## config.mk

```make
export PLATFORM = sky130hd
export DESIGN_NAME = dna_row_unit
export DESIGN_NICKNAME = d
export VERILOG_FILES = /design/src/design/day_night_automaton_step_assert.svh /design/src/design/dna_pkg.sv /design/src/design/dna_cell.sv /design/src/design/dna_row_unit.sv
export SDC_FILE = /design/constraint.sdc
export NUM_CORES = 1
export LEC_CHECK = 0
export CORE_ASPECT_RATIO = 1.75
export CORE_UTILIZATION = 50
export DETAILED_ROUTE_END_ITERATION = 7
export DONT_BUFFER_PORTS = 1
export PLACE_DENSITY_LB_ADDON = 0.25
export SLEW_MARGIN = 15
export SYNTH_ARGS = -nofsm -noshare
export SYNTH_HDL_FRONTEND = slang
export SYNTH_HIERARCHICAL = 1
export SYNTH_SLANG_ARGS = --single-unit
```

## constraint.sdc

```tcl
create_clock -name vclk -period 9.06
set_clock_uncertainty 0.2 [all_clocks]
set_input_delay 2.265 -clock vclk [all_inputs]
set_output_delay 2.265 -clock vclk [all_outputs]
set_load 0.02 [all_outputs]
```

## src/design/day_night_automaton_step_assert.svh

```systemverilog
// Assertion macros for the day/night automaton.
`ifndef DAY_NIGHT_AUTOMATON_STEP_ASSERT_SVH
`define DAY_NIGHT_AUTOMATON_STEP_ASSERT_SVH

// Asserts that a condition implies another condition in the same cycle.
`define DN_ASSERT_IMPL(lbl, clk, rst_n, a, b) \
    lbl: assert property (@(posedge clk) disable iff (!rst_n) (a) |-> (b)) \
        else $error("assertion failed");

// Asserts that a condition implies another condition in the next cycle.
`define DN_ASSERT_NEXT(lbl, clk, rst_n, a, b) \
    lbl: assert property (@(posedge clk) disable iff (!rst_n) (a) |=> (b)) \
        else $error("assertion failed");

`endif

```

## src/design/dna_pkg.sv

```systemverilog
package dna_pkg;

    localparam int BOARD_WIDTH_DEF  = 64;
    localparam int BOARD_HEIGHT_DEF = 64;
    localparam int COORD_W          = 6;
    localparam int MASK_W           = 9;
    localparam int OP_W             = 2;
    localparam int CFG_IDX_W        = 1;

    localparam logic [MASK_W-1:0] BIRTH_RESET   = 9'd456;
    localparam logic [MASK_W-1:0] SURVIVE_RESET = 9'd472;

    typedef enum logic [OP_W-1:0] {
        OP_WRITE   = 2'd0,
        OP_READ    = 2'd1,
        OP_ADVANCE = 2'd2,
        OP_NONE    = 2'd3
    } op_t;

    localparam logic [CFG_IDX_W-1:0] REG_BIRTH   = 1'b0;
    localparam logic [CFG_IDX_W-1:0] REG_SURVIVE = 1'b1;

    typedef enum logic [2:0] {
        ST_IDLE,
        ST_LOAD,
        ST_RUN,
        ST_READ,
        ST_OUT
    } state_t;

endpackage

```

## src/design/dna_cell.sv

```systemverilog
module dna_cell
(
    input  logic                          up,
    input  logic [2:0]                    mid3,
    input  logic                          dn,
    input  logic                          up_l,
    input  logic                          up_r,
    input  logic                          dn_l,
    input  logic                          dn_r,
    input  logic [dna_pkg::MASK_W-1:0]    birth_mask,
    input  logic [dna_pkg::MASK_W-1:0]    survive_mask,
    output logic                          next_val
);
    logic [3:0] count;

    assign count = 4'(up) + 4'(dn) + 4'(up_l) + 4'(up_r) + 4'(dn_l) + 4'(dn_r)
                 + 4'(mid3[0]) + 4'(mid3[2]);
    assign next_val = mid3[1] ? survive_mask[count] : birth_mask[count];
endmodule

```

## src/design/dna_row_unit.sv

```systemverilog
module dna_row_unit #(
    parameter int BOARD_WIDTH = dna_pkg::BOARD_WIDTH_DEF
)
(
    input  logic [BOARD_WIDTH-1:0]        row_up,
    input  logic [BOARD_WIDTH-1:0]        row_mid,
    input  logic [BOARD_WIDTH-1:0]        row_dn,
    input  logic [dna_pkg::MASK_W-1:0]    birth_mask,
    input  logic [dna_pkg::MASK_W-1:0]    survive_mask,
    output logic [BOARD_WIDTH-1:0]        row_new
);
    genvar c;
    generate
        for (c = 0; c < BOARD_WIDTH; c++) begin : g_cell
            localparam int CL = (c == 0) ? BOARD_WIDTH - 1 : c - 1;
            localparam int CR = (c == BOARD_WIDTH - 1) ? 0 : c + 1;
            dna_cell u_cell (
                .up           (row_up[c]),
                .mid3         ({row_mid[CR], row_mid[c], row_mid[CL]}),
                .dn           (row_dn[c]),
                .up_l         (row_up[CL]),
                .up_r         (row_up[CR]),
                .dn_l         (row_dn[CL]),
                .dn_r         (row_dn[CR]),
                .birth_mask   (birth_mask),
                .survive_mask (survive_mask),
                .next_val     (row_new[c])
            );
        end
    endgenerate
endmodule

```

==> impl_metrics.py <==
metrics = {
    "sta": {
        "setup_ws_ps": 780,
        "worstMarginPinSlew_ps": 804,
        "max_freq_ghz": 0.121,
        "rsz0062_at_grt": "false",
        "layout_min_cycle_time_ps": 8280,
        "final_max_slew_viol_count": 0,
        "setup_viol": 0,
        "finalHoldViolations": 0,
        "tns_ps": 0,
        "slew_headroom": 0.460,
        "finalCritPeriodShare": 0.914,
    },
    "finish": {
        "drive_above_1_share": 0.0797,
        "final-seq-area_um2": 0,
        "layout.nets": 2566,
        "seq_cells": 0,
        "design_area_um2": 22700,
        "nFillCells": 3939,
        "area_growth_pct": 2.18,
        "post-route-util": 0.520,
        "clock_buffers": 0,
        "stdcell_count": 2477,
    },
    "power_and_ir_drop": {
        "switching_share": 0.450,
        "ir_drop_mv": 0.0997,
        "p_int_w": 0.00223,
        "clkPwrFrac": 0,
        "power.switching_w": 0.00183,
        "power_density_nw_per_um2": 179,
        "comb_power_share": 1.000,
        "power.leakage_nw": 12.3,
        "sequentialPowerShare": 0,
    },
    "routing": {
        "drc": 0,
        "viasPerCell": 6.55,
        "drt_iter0_drc": 937,
        "drtAntennaViolNets": 0,
        "first_pass_iters": 5,
        "wirelength_um": 63700,
        "wl_per_cell_um": 25.7,
        "num_vias": 16200,
    },
    "setup_path": {
        "worst-path-buf-inv": 2,
        "path_cells": "inv_1, fa_1, fa_1, fa_1, inv_1, ha_1, fa_1, mux4_1, mux4_2, mux2_4",
        "cp_slowest_cell": "fa_1",
        "worst_ep_arrival_time_ps": 5820,
        "crit_path_frequent_cell": "fa_1",
        "critPathKind": "input port to output port",
        "slowest_delay_ps": 660,
        "setup.worst_path.start_class": "input port",
        "end_kind": "output port",
        "path_delay_family": "adder cells",
        "cp.depth": 10,
        "critPathMaxFanout": 5,
        "critPathRequiredTime_ps": 6600,
    },
    "hold_path": {
        "min_path_cells": 1,
        "hp-class": "input port to output port",
    },
    "logic_synthesis": {
        "avgSynthCellArea_um2": 11.3,
        "synth_area_um2": 22200,
        "synth_nets": 2617,
        "synthCells": 1959,
        "synth_warnings": 6,
        "ys_types": 17,
        "ys_seq_area_frac": 0,
    },
    "cts": {
        "cts_hold_buffers": 0,
        "ctsResizeCount": 0,
        "post_cts_buffers": 0,
    },
    "global_routing": {
        "grt_use_met1": 0.304,
        "grt-busiest-layer": "met2",
        "track_usage": 0.280,
        "grt_pass1_vias": 18100,
        "grt_max_degree": 65,
        "grt_antenna_before_repair": 4,
        "use_met3": 0.0472,
        "met2_usage": 0.532,
        "grt_overflow": 0,
        "grt_pass1_wl_um": 98100,
    },
    "die": {
        "die_h_um": 281,
        "die_area_um2": 45300,
        "die_x_um": 161,
        "rows": 101,
        "start_util": 0.509,
        "core_um2": 43600,
        "io_pins": 274,
    },
    "place": {
        "dp_hpwl_um": 42100,
        "dpl_cell_area_um2": 22700,
        "place_congestion": 0.832,
        "port_buffers": 0,
        "dp_slack_ps": 789,
        "dp.cells": 2472,
    },
    "outcome": {
        "status": "finished, final reports clean",
    },
    "run": {
        "max_cap_viol_count": 0,
    },
}
[metal layers]
layer	vias up	routed length (um)
met1	8441	21300
met2	803	34800
met5	-	25
met3	198	4980
li1	6785	-
met4	4	2660
[worst paths after layout]
path,start,to,slack (ps)
min,row_mid[38],row_new[38],4530
max,row_up[60],row_new[60],780
[power by group through the flow]
stage	clock, W	sequential (W)	combinational [W]
after global routing	0.0000000000164	0	0.00439
after CTS	0	0	0.00407
final	0.0000000000830	0	0.00405
after floorplan	0	0	0.00345
after detailed placement	0	0	0.00405
after global placement	0	0	0.00389
[per-stage QoR]
| stage | total power (W) | hold slack (ps) |
|---|---|---|
| floorplan | 0.00345 | 4510 |
| global placement | 0.00389 | 4530 |
| detailed placement | 0.00405 | 4530 |
| CTS | 0.00407 | 4530 |
| global route | 0.00439 | 4540 |
| finish | 0.00405 | 4530 |
[cell type report]
cell class	count	area, um^2	area share
repair buffers	11	82.6	0.00364
well taps	566	708	0.0312
multi-input cells	1191	19200	0.848
diodes	5	12.5	0.000552
inverters	704	2640	0.117
[layout by cell type, fill, tap and decap left out, types with 51 or more instances in the layout]
| master | synthesis | final |
|---|---|---|
| mux4_2 | 51 | 51 |
| inv_1 | 704 | 704 |
| nor4b_1 | 51 | 51 |
| ha_1 | 192 | 192 |
| a21o_1 | 64 | 64 |
| mux4_1 | 256 | 256 |
| nand2_1 | 64 | 64 |
| xor2_1 | 64 | 64 |
| mux2i_1 | 64 | 64 |
| fa_1 | 256 | 256 |
| mux2_4 | 51 | 51 |
[synth_stat cells]
cell      number  area share
a21o_1        64       0.022
a311oi_1      13      0.0051
a31oi_1       13      0.0037
clkbuf_2      64       0.014
fa_1         256        0.23
ha_1         192        0.11
inv_1        704        0.12
mux2_2        26       0.013
mux2_4        51       0.034
mux2i_1       64       0.029
mux4_1       256        0.30
mux4_2        51       0.052
nand2_1       64       0.011
nor2_1        13      0.0022
nor3b_2       13      0.0073
nor4b_1       51       0.020
xor2_1        64       0.025
[logic make-up after synthesis]
| kind of cell | count (synthesis) | synth area share |
|---|---|---|
| mux | 448 | 0.431 |
| buf+inv | 768 | 0.133 |
| compound gates | 90 | 0.0304 |
| fa+ha+maj | 448 | 0.339 |
| simple gates | 141 | 0.0405 |
| xor+xnor | 64 | 0.0253 |
Note: power is estimated with default switching activity, not from simulation.
